<file path="src/hw/rtl/lraster_pkg.sv">
`timescale 1ns / 1ps

package lraster_pkg;

   // Coordinate width. Every coordinate, count and decision width follows from it.
   localparam int CoordBits = 6;
   // The decision value lies above -2*major and at or below 2*minor.
   localparam int DecBits = CoordBits + 3;

   typedef logic [CoordBits-1:0] coord_type;
   typedef logic signed [DecBits-1:0] dec_type;

   typedef enum logic [0:0] {
      ST_IDLE,
      ST_EMIT
   } state_type;

   // Controller to datapath.
   typedef struct packed {
      logic load;
      logic step;
   } cmd_type;

   // Datapath to controller.
   typedef struct packed {
      logic zero_len;
      logic last;
   } status_type;

endpackage

</file>
<file path="src/hw/rtl/lraster_ctrl.sv">
`timescale 1ns / 1ps

module lraster_ctrl (
   input  logic                    clock,
   input  logic                    reset,
   input  logic                    req_valid,
   output logic                    req_ready,
   output logic                    rsp_valid,
   input  logic                    rsp_ready,
   input  lraster_pkg::status_type status,
   output lraster_pkg::cmd_type    cmd
);

   lraster_pkg::state_type state_ff;
   lraster_pkg::state_type state_in;

   always_ff @(posedge clock) begin
      if (reset) begin
         state_ff <= lraster_pkg::ST_IDLE;
      end else begin
         state_ff <= state_in;
      end
   end

   always_comb begin
      state_in  = state_ff;
      req_ready = 1'b0;
      rsp_valid = 1'b0;
      cmd.load  = 1'b0;
      cmd.step  = 1'b0;
      case (state_ff)
         lraster_pkg::ST_IDLE: begin
            req_ready = 1'b1;
            if (req_valid) begin
               cmd.load = 1'b1;
               if (!status.zero_len) begin
                  state_in = lraster_pkg::ST_EMIT;
               end
            end
         end
         lraster_pkg::ST_EMIT: begin
            rsp_valid = 1'b1;
            if (rsp_ready) begin
               cmd.step = 1'b1;
               if (status.last) begin
                  state_in = lraster_pkg::ST_IDLE;
               end
            end
         end
         default: begin
            state_in = lraster_pkg::ST_IDLE;
         end
      endcase
   end

   // A new command is never taken while a pixel is being presented.
   a_no_overlap: assert property (@(posedge clock) disable iff (reset)
      !(req_ready && rsp_valid))
      else $error("command accepted during pixel output");

   // A command with a nonzero length presents its first pixel next cycle.
   a_load_emits: assert property (@(posedge clock) disable iff (reset)
      cmd.load && !status.zero_len |=> rsp_valid)
      else $error("loaded line did not start emitting");

   // Transferring the last pixel frees the block for the next command.
   a_last_frees: assert property (@(posedge clock) disable iff (reset)
      rsp_valid && rsp_ready && status.last |=> req_ready && !rsp_valid)
      else $error("block not idle after last pixel");

   // A command with zero length produces no pixel.
   a_zero_silent: assert property (@(posedge clock) disable iff (reset)
      cmd.load && status.zero_len |=> !rsp_valid)
      else $error("zero-length line produced output");

endmodule

</file>
<file path="src/hw/rtl/lraster_dp.sv">
`timescale 1ns / 1ps

module lraster_dp (
   input  logic                    clock,
   input  lraster_pkg::cmd_type    cmd,
   input  lraster_pkg::coord_type  start_x,
   input  lraster_pkg::coord_type  start_y,
   input  lraster_pkg::coord_type  end_x,
   input  lraster_pkg::coord_type  end_y,
   output lraster_pkg::coord_type  pixel_x,
   output lraster_pkg::coord_type  pixel_y,
   output lraster_pkg::status_type status
);

   localparam int CB = lraster_pkg::CoordBits;
   localparam int DB = lraster_pkg::DecBits;

   logic [CB:0] dx;
   logic [CB:0] dy;
   logic [CB:0] ndx;
   logic [CB:0] ndy;
   lraster_pkg::coord_type adx;
   lraster_pkg::coord_type ady;
   lraster_pkg::coord_type major;
   lraster_pkg::coord_type minor;
   logic x_major;
   lraster_pkg::dec_type p_init;

   lraster_pkg::coord_type cmaj_ff, cmaj_in;
   lraster_pkg::coord_type cmin_ff, cmin_in;
   lraster_pkg::dec_type   p_ff, p_in;
   lraster_pkg::dec_type   maj2_ff, maj2_in;
   lraster_pkg::dec_type   min2_ff, min2_in;
   lraster_pkg::coord_type cnt_ff, cnt_in;
   logic smaj_neg_ff, smaj_neg_in;
   logic smin_neg_ff, smin_neg_in;
   logic x_major_ff, x_major_in;

   always_comb begin
      dx      = {1'b0, end_x} - {1'b0, start_x};
      dy      = {1'b0, end_y} - {1'b0, start_y};
      ndx     = ~dx + 1'b1;
      ndy     = ~dy + 1'b1;
      adx     = dx[CB] ? ndx[CB-1:0] : dx[CB-1:0];
      ady     = dy[CB] ? ndy[CB-1:0] : dy[CB-1:0];
      x_major = adx > ady;
      major   = x_major ? adx : ady;
      minor   = x_major ? ady : adx;
      p_init  = $signed({2'b00, minor, 1'b0}) - $signed({3'b000, major});
   end

   always_comb begin
      cmaj_in     = cmaj_ff;
      cmin_in     = cmin_ff;
      p_in        = p_ff;
      maj2_in     = maj2_ff;
      min2_in     = min2_ff;
      cnt_in      = cnt_ff;
      smaj_neg_in = smaj_neg_ff;
      smin_neg_in = smin_neg_ff;
      x_major_in  = x_major_ff;
      if (cmd.load) begin
         x_major_in  = x_major;
         cmaj_in     = x_major ? start_x : start_y;
         cmin_in     = x_major ? start_y : start_x;
         smaj_neg_in = x_major ? dx[CB] : dy[CB];
         smin_neg_in = x_major ? dy[CB] : dx[CB];
         p_in        = p_init;
         maj2_in     = $signed({2'b00, major, 1'b0});
         min2_in     = $signed({2'b00, minor, 1'b0});
         cnt_in      = major;
      end else if (cmd.step) begin
         cmaj_in = smaj_neg_ff ? cmaj_ff - 1'b1 : cmaj_ff + 1'b1;
         cnt_in  = cnt_ff - 1'b1;
         if (p_ff > 0) begin
            cmin_in = smin_neg_ff ? cmin_ff - 1'b1 : cmin_ff + 1'b1;
            p_in    = p_ff - maj2_ff + min2_ff;
         end else begin
            p_in    = p_ff + min2_ff;
         end
      end
   end

   always_ff @(posedge clock) begin
      cmaj_ff     <= cmaj_in;
      cmin_ff     <= cmin_in;
      p_ff        <= p_in;
      maj2_ff     <= maj2_in;
      min2_ff     <= min2_in;
      cnt_ff      <= cnt_in;
      smaj_neg_ff <= smaj_neg_in;
      smin_neg_ff <= smin_neg_in;
      x_major_ff  <= x_major_in;
   end

   assign pixel_x         = x_major_ff ? cmaj_ff : cmin_ff;
   assign pixel_y         = x_major_ff ? cmin_ff : cmaj_ff;
   assign status.zero_len = (major == '0);
   assign status.last     = (cnt_ff == lraster_pkg::coord_type'(1));

endmodule

</file>
<file path="src/hw/rtl/line_raster_major_axis_walk.sv">
`timescale 1ns / 1ps

// Bresenham line rasterizer. A line command carries a start and an end point;
// the block returns one transfer per pixel, walking the major axis from the
// start toward the end and stopping one step short of the end coordinate, so
// the end column (or row) is never plotted. The axis with the larger delta is
// the major axis, and y is major when both deltas have equal magnitude. The
// final pixel of a line carries last_pixel; a command whose endpoints coincide
// yields no pixel at all. When a command is taken, the deltas, step directions
// and initial decision value are computed and loaded into the datapath
// registers, and then one pixel leaves per cycle while the output side is
// ready. The single stepping datapath produces one pixel per step, and the
// next command is taken only once the last pixel of the current line has
// been transferred.
module line_raster_major_axis_walk (
   input  logic                   clock,
   input  logic                   reset,
   input  logic                   req_valid,
   output logic                   req_ready,
   input  lraster_pkg::coord_type req_start_x,
   input  lraster_pkg::coord_type req_start_y,
   input  lraster_pkg::coord_type req_end_x,
   input  lraster_pkg::coord_type req_end_y,
   output logic                   rsp_valid,
   input  logic                   rsp_ready,
   output lraster_pkg::coord_type rsp_pixel_x,
   output lraster_pkg::coord_type rsp_pixel_y,
   output logic                   rsp_last_pixel
);

   // Command and status between the sequencer and the stepping datapath.
   lraster_pkg::cmd_type    cmd;
   lraster_pkg::status_type status;

   // The sequencer owns both handshakes: it loads a command while idle and
   // advances the walk by one step each time a pixel is transferred.
   lraster_ctrl u_ctrl (
      .clock     (clock),
      .reset     (reset),
      .req_valid (req_valid),
      .req_ready (req_ready),
      .rsp_valid (rsp_valid),
      .rsp_ready (rsp_ready),
      .status    (status),
      .cmd       (cmd)
   );

   // The datapath holds the current major and minor coordinates, the decision
   // value and the count of pixels left; its registers drive the outputs.
   lraster_dp u_dp (
      .clock   (clock),
      .cmd     (cmd),
      .start_x (req_start_x),
      .start_y (req_start_y),
      .end_x   (req_end_x),
      .end_y   (req_end_y),
      .pixel_x (rsp_pixel_x),
      .pixel_y (rsp_pixel_y),
      .status  (status)
   );

   // The pixel on the outputs is the last one when a single pixel remains.
   assign rsp_last_pixel = status.last;

endmodule
</file>
<file path="config.mk">
export PLATFORM = sky130hd
export DESIGN_NAME = line_raster_major_axis_walk
export DESIGN_NICKNAME = d
export VERILOG_FILES = /design/src/hw/rtl/lraster_pkg.sv /design/src/hw/rtl/lraster_ctrl.sv /design/src/hw/rtl/lraster_dp.sv /design/src/hw/rtl/line_raster_major_axis_walk.sv
export SDC_FILE = /design/constraint.sdc
export NUM_CORES = 1
export LEC_CHECK = 0
export BUFFER_PORTS_ARGS = -buffer_cell sky130_fd_sc_hd__buf_2
export CAP_MARGIN = 15
export CORE_MARGIN = 10
export CORE_UTILIZATION = 45
export DETAILED_ROUTE_END_ITERATION = 7
export PLACE_DENSITY = 0.61
export REMOVE_ABC_BUFFERS = 1
export SLEW_MARGIN = 20
export SYNTH_ARGS = -nofsm -noshare
export SYNTH_HDL_FRONTEND = slang
export SYNTH_SLANG_ARGS = --single-unit
</file>
<file path="constraint.sdc">
create_clock -name clock -period 11.95 [get_ports clock]
set_clock_uncertainty 0.15 [all_clocks]
set_input_delay 0.5975 -clock clock [delete_from_list [all_inputs] [get_ports clock]]
set_output_delay 0.5975 -clock clock [all_outputs]
set_load 0.1 [all_outputs]
</file>
==> results by group, run 1 <==
Logic synthesis
  • Post-Synthesis Cell Area: 4390 sq um
  • Yosys warning count: 0
  • Syn Inst Count: 496
  • Register area share after synthesis: 29.2%
  • Dominant cells by area after synthesis: edfxtp_1 (29%), ha_1 (13%), inv_1 (6.2%)
  • Post-synth EDFFs: 42
  • Avg Cell Area, Syn: 8.84 sq um
  • Post-synth top area share: 28.8%
  • Async S/R FF share, synth: 0%
  • Prevailing post-synth register cell: edfxtp_1
  • Leading area contributor after synthesis: edfxtp_1
  • Synth Register Bits: 43
  • Netlist cell types: 60

STA
  • Fmax: 0.166 GHz
  • Setup TNS: 0 ps
  • Final min period: 6020 ps
  • Tcrit/Tclk final: 50.4%
  • Max Transition Viols Final: 0
  • Final Hold Fails: 0
  • Unrepaired setup endpoints after global routing: no
  • Worst-margin pin slew: 908 ps
  • Slew margin rel.: 39.3%
  • Setup violations, final: 0
  • Hold_ws: 302 ps

Setup path
  • Element type at the critical path start: input pin
  • Setup crit end kind: register
  • CP Max Fanout: 40
  • Slowest-stage cell, CP: maj3_4
  • Required time of the critical path: 11840 ps
  • Crit-path max cell delay: 500 ps
  • Arr. time, crit path: 5910 ps
  • Critical path buffers and inverters: 5
  • Setup Crit Path Kind: in2reg
  • CP delay by family, top: compound AO/OA/AOI/OAI gates

Clocking
  • CTS resizes: 0
  • TritonCTS clock tree: built
  • Latest clock arrival within the worst-skew pair: 300 ps
  • Root buffer cell: clkbuf_8
  • Post-CTS setup buffers: 0
  • # H-tree levels: 2
  • Clock-pin transition on the worst setup and hold timing paths: 80 ps
  • Total CTS buffers: 5
  • Clock sinks: 43
  • # hold bufs at CTS: 0
  • Max clock buf depth: 2

Detailed routing
  • DRC: 0
  • Detailed router's first-iteration violation count: 202
  • Vias per Instance: 5.24
  • Pre-antenna DRT Iters: 5
  • WL per Instance: 15.5 um
  • Final ANT Viol Nets: 0
  • Vias: 3483
  • Routed wire length: 10.3 mm

Placement
  • # port buffers: 42
  • Inst Count DP: 657
  • Dpl hpwl: 8.40 mm
  • Placer Congestion: 0.884

Floorplan
  • Die area: 14100 sq um
  • I/O Pins: 43
  • Core footprint: 9370 sq um
  • Row count: 35
  • Initial core utilization: 46.8%
  • Die width: 119 um
  • Chip height: 119 um

GRT
  • First-pass GRT wire length: 17.2 mm
  • Initial antenna violation count: 0
  • Largest net degree at the start of global routing: 41
  • Gr ovfl total: 0
  • Vias in the first global route: 3556
  • Global Route Usage Sum: 14.4%

Layout
  • ANT cells: 0
  • Nets: 621
  • Commonest non-fill, non-tap cell in the layout: inv_1
  • Finished Layout Cells: 665
  • Filler cell count: 914
  • Layout cells sized above 1: 14.6%
  • Fin util: 51.4%
  • Area Overhead vs Synth: 9.76%
  • Most frequent cells in the layout: inv_1 (73), nand2_1 (47), ha_1 (46)

Min path
  • Worst hold path class: in2reg

Run status
  • Status: finished clean

Flow run
  • Max-cap violations: 0
-- per-stage QoR --
step,setup WS [ps],area [sq um]
after floorplan,6340,4330
after global placement,5850,4730
after detailed placement,5660,4730
after CTS,5970,4810
after global routing,5520,4810
final,5930,4810
-- final cells by class --
class / instances / area [sq um] / area share (%)
clock buffers: 6 / 72.6 / 1.51
repair buffers: 45 / 233 / 4.83
clock inverters: 2 / 12.5 / 0.260
flip-flops and latches: 43 / 1280 / 26.6
multi-input cells: 364 / 2770 / 57.5
well taps: 129 / 161 / 3.35
inverters: 76 / 285 / 5.93
-- synth_stat cells (all sizes together) (6+ instances only) --
cell type,n
mux2,11
fa,12
xor2,10
xnor2,28
nand3,6
ha,46
edfxtp,42
nand2,47
a21o,12
nor2b,7
nor2,36
a21oi,42
mux2i,6
nor3,8
clkbuf,12
o21ai,30
inv,75
-- worst paths after layout --
| kind | start | to | slack, ps | cells past startpoint |
|---|---|---|---|---|
| max | req_start_x[0] | u_dp.p_ff[6]$_DFFE_PN_ | 5930 | 25 |
| min | reset | u_ctrl.state_ff$_SDFF_PP0_ | 300 | 2 |
| max reg2reg | u_dp.min2_ff[2]$_DFFE_PP_ | u_dp.p_ff[8]$_DFFE_PN_ | 8710 | 14 |
| min reg2reg | u_ctrl.state_ff$_SDFF_PP0_ | u_ctrl.state_ff$_SDFF_PP0_ | 350 | 2 |
-- flip-flops by register name, indices dropped and copies added, names as in the netlist --
signal,cells
u_dp.cnt_ff,6
u_dp.x_major_ff,1
u_ctrl.state_ff,1
u_dp.p_ff,9
u_dp.min2_ff,6
u_dp.cmin_ff,6
u_dp.smaj_neg_ff,1
u_dp.smin_neg_ff,1
u_dp.cmaj_ff,6
u_dp.maj2_ff,6
-- worst register-to-register path: cells and delay by family (launching register included) --
kind	cells	cell delay (ps)
AO/OA/AOI/OAI	7	1160
flip-flops	1	370
buffers and inverters	2	160
adder cells (fa/ha/maj)	2	810
AND/OR/NAND/NOR	2	230
XOR/XNOR	1	90
-- kinds of logic (layout without fill, tap and decap cells) --
kind of cell               after synthesis  in the layout  share of synthesized area (%)
xor gates and xnor gates                38             38                           7.59
adders and majority gates               60             60                           19.1
AOI/OAI and AO/OA                      125            125                           18.8
muxes                                   17             17                           4.45
buffers and inverters                   89            129                           7.67
and+or+nand+nor                        124            124                           13.1
DFF                                     43             43                           29.2
-- routing by layer --
metal  routed length [um]  GRT usage, %
met2                 4860          24.7
met4                   99          3.05
met5                    0             0
met1                 5000          19.1
met3                  330          1.38
Power of run 1 is not shown: default switching activity piles up to over one toggle a cycle in this logic, so the estimate is an artifact.
==> run 2: changes to the inputs <==
- clock period: 11.95 -> 5.85 ns (I/O delays scaled with it)
==> run 2 against run 1 <==
Design area up 1.8%. Sequential share of layout area decreased by 0.48 points. Critical endpoint unchanged. Die area unchanged.
==> results by group, run 2 (same netlist as run 1, synthesis figures left out) <==
Run status
  • Status: finished clean

Setup path
  • Arr. time, crit path: 5350 ps (-560 ps)
  • CP Max Fanout: 15 (-63%)
  • Element type at the critical path start: input pin
  • Setup crit end kind: register
  • Setup Crit Path Kind: in2reg
  • Required time of the critical path: 5740 ps (-6100 ps)

Detailed routing
  • Detailed router's first-iteration violation count: 236 (+17%)
  • Final ANT Viol Nets: 0 (unchanged)
  • WL per Instance: 15.4 um (-0.40%)
  • DRC: 0 (unchanged)
  • Vias per Instance: 5.29 (+0.98%)
  • Routed wire length: 10.4 mm (+0.65%)
  • Vias: 3554 (+2.0%)
  • Pre-antenna DRT Iters: 5 (unchanged)

Clocking
  • Total CTS buffers: 5 (unchanged)
  • Latest clock arrival within the worst-skew pair: 300 ps (about the same)
  • TritonCTS clock tree: built
  • Max clock buf depth: 2 (unchanged)
  • # H-tree levels: 2 (unchanged)
  • Clock-pin transition on the worst setup and hold timing paths: 90 ps (about the same)
  • Root buffer cell: clkbuf_8
  • Clock sinks: 43 (unchanged)
  • Post-CTS setup buffers: 0 (unchanged)

Layout
  • Most frequent cells in the layout: inv_1 (73), nand2_1 (47), ha_1 (46)
  • Top reg by flops: u_dp.p_ff
  • Filler cell count: 918 (+0.44%)
  • ANT cells: 0 (unchanged)
  • Nets: 628 (+1.1%)
  • Post-Layout Inst Area: 4900 sq um (+1.8%)
  • Max reg flops: 9 (unchanged)
  • Layout cells sized above 1: 15.8% (+1.3 points)
  • Area Overhead vs Synth: 11.8%
  • Commonest non-fill, non-tap cell in the layout: inv_1

STA
  • Unrepaired setup endpoints after global routing: no
  • Setup TNS: 0 ps (unchanged)
  • Fmax: 0.183 GHz
  • Slew margin rel.: 34.7% (-4.6 points)
  • Worst-margin pin slew: 976 ps (+68.4 ps)
  • Max Transition Viols Final: 0 (unchanged)
  • Setup violations, final: 0 (unchanged)
  • Hold_ws: 140 ps (-162 ps)
  • Tcrit/Tclk final: 93.5%
  • Final min period: 5470 ps
  • Final Hold Fails: 0 (unchanged)

Floorplan
  • Die area: 14100 sq um (unchanged)
  • Core footprint: 9370 sq um (unchanged)
  • Chip height: 119 um (unchanged)
  • I/O Pins: 43 (unchanged)
  • Die width: 119 um (unchanged)
  • Row count: 35 (unchanged)
  • Initial core utilization: 46.8% (unchanged)

GRT
  • Vias in the first global route: 3508 (-1.3%)
  • Gr ovfl total: 0 (unchanged)
  • Largest net degree at the start of global routing: 45 (+9.8%)
  • Initial antenna violation count: 0 (unchanged)
  • First-pass GRT wire length: 17.1 mm (-0.88%)
  • Global Route Usage Sum: 14.6% (+0.19 points)

Placement
  • Dpl hpwl: 8.34 mm (-0.67%)
  • Post-DP Area: 4770 sq um (+0.95%)
  • # port buffers: 42 (unchanged)
  • Placer Congestion: 0.848 (-4.1%)

Min path
  • Worst hold path class: in2reg

Flow run
  • Max-cap violations: 0 (unchanged)
## run 2: cell count changes in the layout (fill, tap and decap cells not counted), sizes merged
cell / delta
clkinvlp: -1
clkinv: +1
bufinv: +1
clkbuf: -1
dlygate4sd3: +1
buf: +6
## run 2: final timing paths
check,start,end,slack [ps],cells past startpoint
worst max-delay path,req_start_x[0],u_dp.p_ff[6]$_DFFE_PN_,380,25
worst min-delay path,rsp_ready,u_ctrl.state_ff$_SDFF_PP0_,140,4
worst max register to register,u_dp.min2_ff[2]$_DFFE_PP_,u_dp.p_ff[8]$_DFFE_PN_,2620,14
worst min register to register,u_ctrl.state_ff$_SDFF_PP0_,u_ctrl.state_ff$_SDFF_PP0_,360,2
## run 2: area by class of cell
| cell class | count | area, sq um | area share, % |
|---|---|---|---|
| flip-flops and latches | 43 | 1280 | 26.1 |
| clock buffers | 5 | 68.8 | 1.40 |
| multi-input cells | 364 | 2770 | 56.6 |
| well taps | 129 | 161 | 3.29 |
| clock inverters | 3 | 43.8 | 0.894 |
| inverters | 76 | 285 | 5.82 |
| repair buffers | 52 | 288 | 5.87 |
## run 2: through the flow
stage	worst slack, ps	instances	util (%)
after detailed placement	49.6	663	50.9
final	383	672	52.3
after global routing	29.2	672	52.3
after floorplan	540	483	-
after CTS	332	672	52.2
after global placement	290	663	50.9
## run 2: metal layers
layer / track usage, % / vias up / wire length, um
met5: 0 / - / 0
met2: 25.4 / 68 / 5050
li1: - / 1809 / -
met3: 1.67 / 11 / 461
met4: 4.81 / 0 / 179
met1: 18.2 / 1666 / 4670
## run 2: what timing repair did
| item | CTS | global route |
|---|---|---|
| hold endpoints to repair | 1 | 0 |
| gates resized for setup | 0 | 2 |
| endpoints found under the setup margin | 0 | 1 |
| hold buffers | 1 | 0 |
## run 2: worst max-delay path, stage by stage
cell	delay, ps
buf_2	140
ha_1	180
inv_1	60
fa_1	400
nand3_1	110
nand2_1	120
a31oi_1	310
mux2i_2	330
inv_1	130
ha_1	310
nor2b_1	130
o21a_1	160
o21a_1	160
o21a_1	160
o21ai_0	190
maj3_4	340
nor2_1	60
a21oi_1	280
xnor2_1	160
ha_1	180
a21oi_1	50
mux2i_2	290
a41oi_1	220
a2111oi_1	450
nor3_1	120
Power of run 2 is left out for the same reason.
